===== src/hdl/fau_pkg.sv =====
// ----------------------------------------------------------------------------
// fau_pkg
// Shared types and codes of the fraction arithmetic unit.
// ----------------------------------------------------------------------------
`default_nettype none

package fau_pkg;

  typedef enum logic [1:0] {
    ACT_ADD = 2'd0,
    ACT_SUB = 2'd1,
    ACT_MUL = 2'd2,
    ACT_DIV = 2'd3
  } fau_act_t;

  typedef enum logic {
    MODE_GCD = 1'b0,
    MODE_DIV = 1'b1
  } fau_mode_t;

  // command from the sequencer to the shared iterative unit
  typedef struct packed {
    logic      start;
    fau_mode_t mode;
  } fau_cmd_t;

  localparam logic [30:0] RES_MAX = 31'h7fff_ffff;

endpackage

`default_nettype wire


===== src/hdl/fau_iter.sv =====
// ----------------------------------------------------------------------------
// fau_iter
// Shared iterative unit: binary gcd or restoring division, one step a cycle,
// both built around a single subtractor.
// ----------------------------------------------------------------------------
`default_nettype none

module fau_iter
  import fau_pkg::*;
#(
  parameter int DW = 32
) (
  input  wire logic          clk,
  input  wire logic          rst_n,
  input  wire fau_cmd_t      cmd,
  input  wire logic [DW-1:0] opx,
  input  wire logic [DW-1:0] opy,
  output logic               done,
  output logic [DW-1:0]      res
);

  localparam int CW = $clog2(DW + 1);

  typedef enum logic [3:0] {
    IT_IDLE = 4'b0001,
    IT_GCD  = 4'b0010,
    IT_SHL  = 4'b0100,
    IT_DIV  = 4'b1000
  } it_state_t;

  it_state_t       st_r, st_nxt;
  fau_mode_t       mode_r, mode_nxt;
  logic [DW-1:0]   u_r, u_nxt;
  logic [DW-1:0]   v_r, v_nxt;
  logic [DW-1:0]   rem_r, rem_nxt;
  logic [CW-1:0]   k_r, k_nxt;
  logic [CW-1:0]   cnt_r, cnt_nxt;
  logic            done_r, done_nxt;

  logic [DW:0]     sub_x, sub_y;
  logic [DW+1:0]   diff;
  logic            borrow;

  // the one subtractor
  always_comb begin
    if (st_r == IT_DIV) begin
      sub_x = {rem_r, u_r[DW-1]};
    end else begin
      sub_x = {1'b0, u_r};
    end
    sub_y  = {1'b0, v_r};
    diff   = {1'b0, sub_x} - {1'b0, sub_y};
    borrow = diff[DW+1];
  end

  always_comb begin
    st_nxt   = st_r;
    mode_nxt = mode_r;
    u_nxt    = u_r;
    v_nxt    = v_r;
    rem_nxt  = rem_r;
    k_nxt    = k_r;
    cnt_nxt  = cnt_r;
    done_nxt = 1'b0;
    unique case (st_r)
      IT_IDLE: begin
        if (cmd.start) begin
          mode_nxt = cmd.mode;
          u_nxt    = opx;
          v_nxt    = opy;
          rem_nxt  = '0;
          k_nxt    = '0;
          cnt_nxt  = '0;
          st_nxt   = (cmd.mode == MODE_DIV) ? IT_DIV : IT_GCD;
        end
      end
      IT_GCD: begin
        if (u_r == '0) begin
          st_nxt = IT_SHL;
        end else if (v_r == '0) begin
          v_nxt  = u_r;
          st_nxt = IT_SHL;
        end else if (!u_r[0] && !v_r[0]) begin
          u_nxt = u_r >> 1;
          v_nxt = v_r >> 1;
          k_nxt = k_r + 1'b1;
        end else if (!u_r[0]) begin
          u_nxt = u_r >> 1;
        end else if (!v_r[0]) begin
          v_nxt = v_r >> 1;
        end else if (!borrow) begin
          u_nxt = diff[DW-1:0];
        end else begin
          // keep the larger value in u
          u_nxt = v_r;
          v_nxt = u_r;
        end
      end
      IT_SHL: begin
        // restore the common factors of two
        if (k_r == '0) begin
          done_nxt = 1'b1;
          st_nxt   = IT_IDLE;
        end else begin
          v_nxt = v_r << 1;
          k_nxt = k_r - 1'b1;
        end
      end
      IT_DIV: begin
        if (!borrow) begin
          rem_nxt = diff[DW-1:0];
        end else begin
          rem_nxt = sub_x[DW-1:0];
        end
        u_nxt   = {u_r[DW-2:0], ~borrow};
        cnt_nxt = cnt_r + 1'b1;
        if (cnt_r == CW'(DW - 1)) begin
          done_nxt = 1'b1;
          st_nxt   = IT_IDLE;
        end
      end
      default: begin
        st_nxt = IT_IDLE;
      end
    endcase
  end

  always_ff @(posedge clk) begin
    if (!rst_n) begin
      st_r   <= IT_IDLE;
      done_r <= 1'b0;
    end else begin
      st_r   <= st_nxt;
      done_r <= done_nxt;
    end
    mode_r <= mode_nxt;
    u_r    <= u_nxt;
    v_r    <= v_nxt;
    rem_r  <= rem_nxt;
    k_r    <= k_nxt;
    cnt_r  <= cnt_nxt;
  end

  assign done = done_r;
  assign res  = (mode_r == MODE_DIV) ? u_r : v_r;

  a_done_idle: assert property (@(posedge clk) disable iff (!rst_n)
    done_r |-> st_r == IT_IDLE)
    else $error("done raised while unit still busy");

  a_start_idle: assert property (@(posedge clk) disable iff (!rst_n)
    (st_r != IT_IDLE) |-> !done_r)
    else $error("done while iterating");

  a_div_rem: assert property (@(posedge clk) disable iff (!rst_n)
    (st_r == IT_DIV && v_r != '0) |-> rem_r < v_r)
    else $error("division remainder not below divisor");

endmodule

`default_nettype wire


===== src/hdl/fraction_arithmetic_unit.sv =====
// ----------------------------------------------------------------------------
// fraction_arithmetic_unit
// Add, subtract, multiply or divide two fractions; one result beat per input.
// ----------------------------------------------------------------------------
// One input beat is taken when the unit is idle and held until its result
// beat is taken. An add or subtract runs a binary gcd of the denominators
// and two restoring divisions, then three multiplies and a sum; multiply and
// divide run two multiplies, a gcd of the 2*OPERAND_WIDTH-bit products and
// two divisions. All gcd and division steps go through one shared
// subtract-and-shift unit. A zero product or a division by a zero fraction
// ends without the gcd and the divisions.
`default_nettype none

module fraction_arithmetic_unit
  import fau_pkg::*;
#(
  parameter int OPERAND_WIDTH = 16
) (
  input  wire logic                                      clk,
  input  wire logic                                      rst_n,
  input  wire logic                                      in_tvalid,
  output logic                                           in_tready,
  // a_num, a_den, b_num, b_den, zero fill
  input  wire logic [((4*OPERAND_WIDTH+7)/8)*8-1:0]      in_tdata,
  // action
  input  wire logic [1:0]                                in_tuser,
  output logic                                           out_tvalid,
  input  wire logic                                      out_tready,
  // res_num, res_den, zero fill
  output logic [63:0]                                    out_tdata,
  // status
  output logic [0:0]                                     out_tuser
);

  localparam int W  = OPERAND_WIDTH;
  localparam int DW = 2 * W;
  localparam int EW = (DW > 32) ? DW : 32;

  typedef enum logic [13:0] {
    ST_IDLE   = 14'b00000000000001,
    ST_LOAD   = 14'b00000000000010,
    ST_L_GCD  = 14'b00000000000100,
    ST_L_DA   = 14'b00000000001000,
    ST_L_DB   = 14'b00000000010000,
    ST_L_M0   = 14'b00000000100000,
    ST_L_M1   = 14'b00000001000000,
    ST_L_M2   = 14'b00000010000000,
    ST_L_SUM  = 14'b00000100000000,
    ST_P_M0   = 14'b00001000000000,
    ST_P_M1   = 14'b00010000000000,
    ST_R_GCD  = 14'b00100000000000,
    ST_R_DN   = 14'b01000000000000,
    ST_R_DD   = 14'b10000000000000
  } st_t;

  st_t            st_r, st_nxt;
  logic           out_r, out_nxt;
  fau_act_t       act_r, act_nxt;
  logic           an_neg_r, an_neg_nxt, bn_neg_r, bn_neg_nxt;
  logic [W-1:0]   an_r, an_nxt, ad_r, ad_nxt, bn_r, bn_nxt, bd_r, bd_nxt;
  logic [W-1:0]   qa_r, qa_nxt, qb_r, qb_nxt;
  logic [DW-1:0]  g_r, g_nxt;
  logic [DW-1:0]  ta_r, ta_nxt, tb_r, tb_nxt;
  logic [DW-1:0]  num_r, num_nxt, den_r, den_nxt;
  logic           neg_r, neg_nxt, status_r, status_nxt;

  // input decode
  logic [W-1:0]   f_an, f_ad, f_bn, f_bd;
  logic [W-1:0]   m_an, m_ad, m_bn, m_bd;

  // multiplier
  logic [W-1:0]   mul_x, mul_y;
  logic [DW-1:0]  mul_p;

  // shared unit
  fau_cmd_t       cmd;
  logic [DW-1:0]  it_x, it_y, it_res;
  logic           it_done;

  // signed-magnitude sum
  logic           tb_neg;
  logic           ta_ge;

  // output format
  logic [EW-1:0]  num_ext, den_ext;
  logic [30:0]    num_sat, den_sat;

  assign f_an = in_tdata[W-1:0];
  assign f_ad = in_tdata[2*W-1:W];
  assign f_bn = in_tdata[3*W-1:2*W];
  assign f_bd = in_tdata[4*W-1:3*W];

  // the most negative code keeps its magnitude as an unsigned value
  assign m_an = f_an[W-1] ? (~f_an + 1'b1) : f_an;
  assign m_ad = f_ad[W-1] ? (~f_ad + 1'b1) : f_ad;
  assign m_bn = f_bn[W-1] ? (~f_bn + 1'b1) : f_bn;
  assign m_bd = f_bd[W-1] ? (~f_bd + 1'b1) : f_bd;

  always_comb begin
    unique case (st_r)
      ST_L_M0: begin mul_x = qa_r; mul_y = bd_r; end
      ST_L_M1: begin mul_x = qb_r; mul_y = an_r; end
      ST_L_M2: begin mul_x = qa_r; mul_y = bn_r; end
      ST_P_M0: begin
        mul_x = an_r;
        mul_y = (act_r == ACT_MUL) ? bn_r : bd_r;
      end
      ST_P_M1: begin
        mul_x = ad_r;
        mul_y = (act_r == ACT_MUL) ? bd_r : bn_r;
      end
      default: begin mul_x = an_r; mul_y = bn_r; end
    endcase
    mul_p = {{W{1'b0}}, mul_x} * {{W{1'b0}}, mul_y};
  end

  assign tb_neg = bn_neg_r ^ ((act_r == ACT_SUB) && (bn_r != '0));
  assign ta_ge  = ta_r >= tb_r;

  always_comb begin
    st_nxt     = st_r;
    out_nxt    = out_r;
    act_nxt    = act_r;
    an_neg_nxt = an_neg_r;
    bn_neg_nxt = bn_neg_r;
    an_nxt     = an_r;
    ad_nxt     = ad_r;
    bn_nxt     = bn_r;
    bd_nxt     = bd_r;
    qa_nxt     = qa_r;
    qb_nxt     = qb_r;
    g_nxt      = g_r;
    ta_nxt     = ta_r;
    tb_nxt     = tb_r;
    num_nxt    = num_r;
    den_nxt    = den_r;
    neg_nxt    = neg_r;
    status_nxt = status_r;
    cmd.start  = 1'b0;
    cmd.mode   = MODE_GCD;
    it_x       = num_r;
    it_y       = den_r;
    unique case (st_r)
      ST_IDLE: begin
        if (out_r) begin
          if (out_tready) out_nxt = 1'b0;
        end else if (in_tvalid) begin
          act_nxt    = fau_act_t'(in_tuser);
          an_nxt     = m_an;
          bn_nxt     = m_bn;
          ad_nxt     = (f_ad == '0) ? W'(1) : m_ad;
          bd_nxt     = (f_bd == '0) ? W'(1) : m_bd;
          an_neg_nxt = (f_an[W-1] ^ f_ad[W-1]) && (f_an != '0);
          bn_neg_nxt = (f_bn[W-1] ^ f_bd[W-1]) && (f_bn != '0);
          status_nxt = 1'b0;
          st_nxt     = ST_LOAD;
        end
      end
      ST_LOAD: begin
        unique case (act_r) inside
          ACT_ADD, ACT_SUB: begin
            cmd.start = 1'b1;
            it_x      = DW'(ad_r);
            it_y      = DW'(bd_r);
            st_nxt    = ST_L_GCD;
          end
          ACT_MUL: st_nxt = ST_P_M0;
          default: begin
            if (bn_r == '0) begin
              num_nxt    = '0;
              den_nxt    = DW'(1);
              neg_nxt    = 1'b0;
              status_nxt = 1'b1;
              out_nxt    = 1'b1;
              st_nxt     = ST_IDLE;
            end else begin
              st_nxt = ST_P_M0;
            end
          end
        endcase
      end
      ST_L_GCD: begin
        if (it_done) begin
          g_nxt     = it_res;
          cmd.start = 1'b1;
          cmd.mode  = MODE_DIV;
          it_x      = DW'(ad_r);
          it_y      = it_res;
          st_nxt    = ST_L_DA;
        end
      end
      ST_L_DA: begin
        if (it_done) begin
          qa_nxt    = it_res[W-1:0];
          cmd.start = 1'b1;
          cmd.mode  = MODE_DIV;
          it_x      = DW'(bd_r);
          it_y      = g_r;
          st_nxt    = ST_L_DB;
        end
      end
      ST_L_DB: begin
        if (it_done) begin
          qb_nxt = it_res[W-1:0];
          st_nxt = ST_L_M0;
        end
      end
      ST_L_M0: begin den_nxt = mul_p; st_nxt = ST_L_M1; end
      ST_L_M1: begin ta_nxt  = mul_p; st_nxt = ST_L_M2; end
      ST_L_M2: begin tb_nxt  = mul_p; st_nxt = ST_L_SUM; end
      ST_L_SUM: begin
        if (an_neg_r == tb_neg) begin
          num_nxt = ta_r + tb_r;
          neg_nxt = an_neg_r;
        end else if (ta_ge) begin
          num_nxt = ta_r - tb_r;
          neg_nxt = an_neg_r && (ta_r != tb_r);
        end else begin
          num_nxt = tb_r - ta_r;
          neg_nxt = tb_neg;
        end
        out_nxt = 1'b1;
        st_nxt  = ST_IDLE;
      end
      ST_P_M0: begin
        num_nxt = mul_p;
        neg_nxt = an_neg_r ^ bn_neg_r;
        st_nxt  = ST_P_M1;
      end
      ST_P_M1: begin
        if (num_r == '0) begin
          // zero product reads as 0/1
          den_nxt = DW'(1);
          neg_nxt = 1'b0;
          out_nxt = 1'b1;
          st_nxt  = ST_IDLE;
        end else begin
          den_nxt   = mul_p;
          cmd.start = 1'b1;
          it_x      = num_r;
          it_y      = mul_p;
          st_nxt    = ST_R_GCD;
        end
      end
      ST_R_GCD: begin
        if (it_done) begin
          g_nxt     = it_res;
          cmd.start = 1'b1;
          cmd.mode  = MODE_DIV;
          it_x      = num_r;
          it_y      = it_res;
          st_nxt    = ST_R_DN;
        end
      end
      ST_R_DN: begin
        if (it_done) begin
          num_nxt   = it_res;
          cmd.start = 1'b1;
          cmd.mode  = MODE_DIV;
          it_x      = den_r;
          it_y      = g_r;
          st_nxt    = ST_R_DD;
        end
      end
      ST_R_DD: begin
        if (it_done) begin
          den_nxt = it_res;
          out_nxt = 1'b1;
          st_nxt  = ST_IDLE;
        end
      end
      default: begin
        st_nxt = ST_IDLE;
      end
    endcase
  end

  fau_iter #(
    .DW(DW)
  ) u_iter (
    .clk  (clk),
    .rst_n(rst_n),
    .cmd  (cmd),
    .opx  (it_x),
    .opy  (it_y),
    .done (it_done),
    .res  (it_res)
  );

  always_ff @(posedge clk) begin
    if (!rst_n) begin
      st_r  <= ST_IDLE;
      out_r <= 1'b0;
    end else begin
      st_r  <= st_nxt;
      out_r <= out_nxt;
    end
    act_r    <= act_nxt;
    an_neg_r <= an_neg_nxt;
    bn_neg_r <= bn_neg_nxt;
    an_r     <= an_nxt;
    ad_r     <= ad_nxt;
    bn_r     <= bn_nxt;
    bd_r     <= bd_nxt;
    qa_r     <= qa_nxt;
    qb_r     <= qb_nxt;
    g_r      <= g_nxt;
    ta_r     <= ta_nxt;
    tb_r     <= tb_nxt;
    num_r    <= num_nxt;
    den_r    <= den_nxt;
    neg_r    <= neg_nxt;
    status_r <= status_nxt;
  end

  // saturate to the 32-bit numerator and 31-bit denominator
  assign num_ext = EW'(num_r);
  assign den_ext = EW'(den_r);
  assign num_sat = (num_ext > EW'(RES_MAX)) ? RES_MAX : num_ext[30:0];
  assign den_sat = (den_ext > EW'(RES_MAX)) ? RES_MAX : den_ext[30:0];

  assign in_tready  = (st_r == ST_IDLE) && !out_r;
  assign out_tvalid = out_r;
  assign out_tdata  = {1'b0, den_sat,
                       neg_r ? (~{1'b0, num_sat} + 1'b1) : {1'b0, num_sat}};
  assign out_tuser  = status_r;

  a_one_beat: assert property (@(posedge clk) disable iff (!rst_n)
    out_tvalid |-> !in_tready)
    else $error("input taken while a result is pending");

  a_zero_div: assert property (@(posedge clk) disable iff (!rst_n)
    (out_tvalid && status_r) |-> (num_r == '0 && den_r == DW'(1)))
    else $error("division by zero fraction without 0/1 result");

  a_den_pos: assert property (@(posedge clk) disable iff (!rst_n)
    out_tvalid |-> out_tdata[62:32] != '0)
    else $error("zero result denominator");

  a_hold: assert property (@(posedge clk) disable iff (!rst_n)
    (out_tvalid && !out_tready) |=> out_tvalid && $stable(out_tdata))
    else $error("result beat dropped or changed while stalled");

endmodule

`default_nettype wire

===== config.mk =====
export PLATFORM = sky130hd
export DESIGN_NAME = fraction_arithmetic_unit
export DESIGN_NICKNAME = d
export VERILOG_FILES = /design/src/hdl/fau_pkg.sv /design/src/hdl/fau_iter.sv /design/src/hdl/fraction_arithmetic_unit.sv
export SDC_FILE = /design/constraint.sdc
export NUM_CORES = 2
export LEC_CHECK = 0
export BUFFER_PORTS_ARGS = -buffer_cell sky130_fd_sc_hd__buf_2
export CAP_MARGIN = 0
export CORE_UTILIZATION = 58
export CTS_CLUSTER_SIZE = 16
export DETAILED_ROUTE_END_ITERATION = 6
export HOLD_SLACK_MARGIN = 0.12
export PLACE_DENSITY = 0.86
export RECOVER_POWER = 100
export SLEW_MARGIN = 20
export SYNTH_ARGS = -nofsm -noshare
export SYNTH_HDL_FRONTEND = slang
export SYNTH_SLANG_ARGS = --single-unit

===== constraint.sdc =====
create_clock -name clk -period 9.25 [get_ports clk]
set_clock_uncertainty 0.15 [all_clocks]
set_input_delay 0.925 -clock clk [delete_from_list [all_inputs] [get_ports clk]]
set_output_delay 0.925 -clock clk [all_outputs]
set_load 0.005 [all_outputs]

==> flow_summary.ini <==
[detailed_routing]
met1Wirelength_microns = 47400
route.met2.wl_microns = 58900
drc_errors = 28
maxUsedRoutingLayer = met5
drt_first_pass_iters = 7
route.met3.wl_microns = 17500
dr_total_vias = 34600
vias_per_cell = 6.69
first_iter_violations = 5488
wl_microns = 136000
drt-wirelength-per-cell_microns = 26.3
drtAntennaViolNets = 0

[timing]
slew-limit-headroom_pct = -123
setup_violations = 0
finalCriticalPeriod_ps = 9000
slew_violations = 232
rsz0062_at_grt = true
finalHoldViolations = 0
fmax_mhz = 111
period_share_pct = 97.3
fin_ws_ps = 251
tightest_slew_ps = 3340

[hold_path]
hold_class = register to register

[die]
io_pins = 137
rows = 91
die_area_sq_um = 63800
start_util_pct = 58.8
core_sq_um = 61900
die_h_microns = 253
die_width_microns = 253

[clock_network]
root_buffer = clkbuf_16
numCtsBuffers = 46
path_clk_slew_ps = 60
postCtsHoldBufs = 0
cts_max_level = 2
cts_tree = yes
clk_latency_ps = 630
clockBufferDepth = 3
clock_sinks = 391

[global_routing]
grt_util_all_layers_pct = 42.1
grt_pass1_vias = 32800
overflow = 0
grt_max_degree = 84
antenna_found_initial = 4
grt_pass1_wl_microns = 201000

[layout]
stdcell_area_sq_um = 40400
post-route-util_pct = 65.3
multi_input_area_sq_um = 22800
fin_nets = 4802
drive_gt1_share_pct = 11.3
area_growth_pct = 11.0
num-fill-cells = 5161
regArea_sq_um = 11500

[synthesis]
synth_edf_count = 371
synth_seq_area_share_pct = 31.7
avgSynthCellArea_sq_um = 8.77
async_flop_share_pct = 0
synth_cell_types = 88
synth-seq-cells = 391
synthesis.nets = 4661
yosys_warnings = 0
synth_flop_cell = edfxtp_1
synth_area_sq_um = 36400
synthesis.instances = 4152

[critical_path]
critPathLaunchType = register
cp_slowest_stage_delay_ps = 570
crit_required_ps = 9430
cp-end-kind = register
cp.arrival_ps = 9180
crit_family = adder cells
cp_common_cell = fa_1
crit_fanout = 13
timing.critical_path.buf_inv = 7
crit_type = register to register
cp_slowest_cell = or4_4

[place]
dp.final_hpwl_microns = 104000
globalplace.congestion = 1.05
io_buffers = 135
postPlaceCellArea_sq_um = 38700
place_ws_ps = -44.2

[run_status]
violations = design-rule violations, max-capacitance violations, max-slew violations
status = complete, but fails checks

[run]
cap_violations = 5
==> tightest hold or removal path: cells and delay by family (launching register included) <==
family	cells	cell delay, ps
AND/OR/NAND/NOR	1	80
AO/OA/AOI/OAI	1	70
flip-flops	1	350
==> metrics by stage <==
stage | cells | hold slack (ps) | setup TNS [ps]
after floorplan | 4152 | 349 | 0
after global placement | 5075 | 404 | 0
after detailed placement | 5075 | 412 | -44.2
after CTS | 5158 | 388 | 0
after global routing | 5165 | 442 | -988
final | 5168 | 458 | 0
==> worst paths after layout <==
check        slack [ps]  cells past startpoint                        endpoint                           start
min reg2reg         460                      2  u_iter.rem_r[19]$_SDFFCE_PN0P_  u_iter.rem_r[18]$_SDFFCE_PN0P_
max reg2reg         250                     30        u_iter.v_r[23]$_DFFE_PP_           st_r[12]$_SDFFE_PN0P_
min                 460                      2  u_iter.rem_r[19]$_SDFFCE_PN0P_  u_iter.rem_r[18]$_SDFFCE_PN0P_
max                 250                     30        u_iter.v_r[23]$_DFFE_PP_           st_r[12]$_SDFFE_PN0P_
==> logic make-up after synthesis <==
group / after synthesis / synth area share [%]
compound gates: 1111 / 20.2
other cells: 1 / 0.0103
mux: 52 / 1.44
xor+xnor: 163 / 3.92
flops: 391 / 31.7
simple gates: 1365 / 16.9
buf+inv: 630 / 6.71
fa+ha+maj: 439 / 19.2
==> layer usage <==
layer  global-route usage, %  vias up
li1                        -    15000
met1                    51.6    16300
met2                    64.8     2617
met3                    10.8      690
met4                    30.1        6
met5                       0        -
==> state kept, by name, summed over array words and instances, names as in the netlist, 32 cells and up <==
register	cells
ta_r	32
u_iter.u_r	32
u_iter.v_r	32
num_ext	32
g_r	32
u_iter.rem_r	32
tb_r	32
den_ext	32
==> cell usage after synthesis (all sizes together), types with 25 or more instances <==
cell      n  area [sq um]
o21a     31           233
ha      240          3000
clkbuf  172           647
mux2i    50           500
nor2    415          1560
a22oi    58           435
buf      45           248
nor3     57           285
a221oi   48           464
nand3    57           285
o21bai   28           210
or2      48           300
xnor2   128          1120
nor4     41           299
o21ai   253          1270
a222oi   43           430
edfxtp  371         11100
o221ai   46           403
a21boi   28           210
a21oi   304          1520
nand2b   41           257
fa      199          3980
xor2     35           307
a31oi    25           156
inv     412          1550
a21o     38           285
o31ai    33           253
and2     27           169
nand2   546          2050
==> placed cells by master (no fill, tap or decap), types with 27 or more instances in the layout <==
master     instances
a21oi_1          299
buf_4            160
xnor2_1          123
nor3_1            55
a22oi_1           57
a21boi_0          28
o21ai_0          230
edfxtp_1         371
xor2_1            35
o21bai_1          27
or2_2             46
ha_1             238
nor2_1           410
nand2_1          538
clkbuf_16         49
a21o_1            38
nor4_1            36
nand3_1           57
fa_1             198
a221oi_1          40
o31ai_1           31
o21a_1            30
nand2b_1          41
buf_2            125
inv_1            409
mux2i_1           49
a222oi_1          43
o221ai_1          46
==> timing repair <==
item,in CTS,in global routing
buffers inserted,0,6
endpoints found under the setup margin,1,45
gates resized for setup,1,48
pin swaps,0,28
==> final cells by class <==
cell class	count	share of cell area (%)
multi-input cells	3131	56.3
flip-flops and latches	391	28.6
repair buffers	310	4.95
inverters	413	3.84
clock buffers	59	3.20
well taps	837	2.59
clock inverters	24	0.529
diodes	3	0.0186
Power is not shown: default switching activity piles up to over one toggle a cycle in this logic, so the estimate is an artifact.
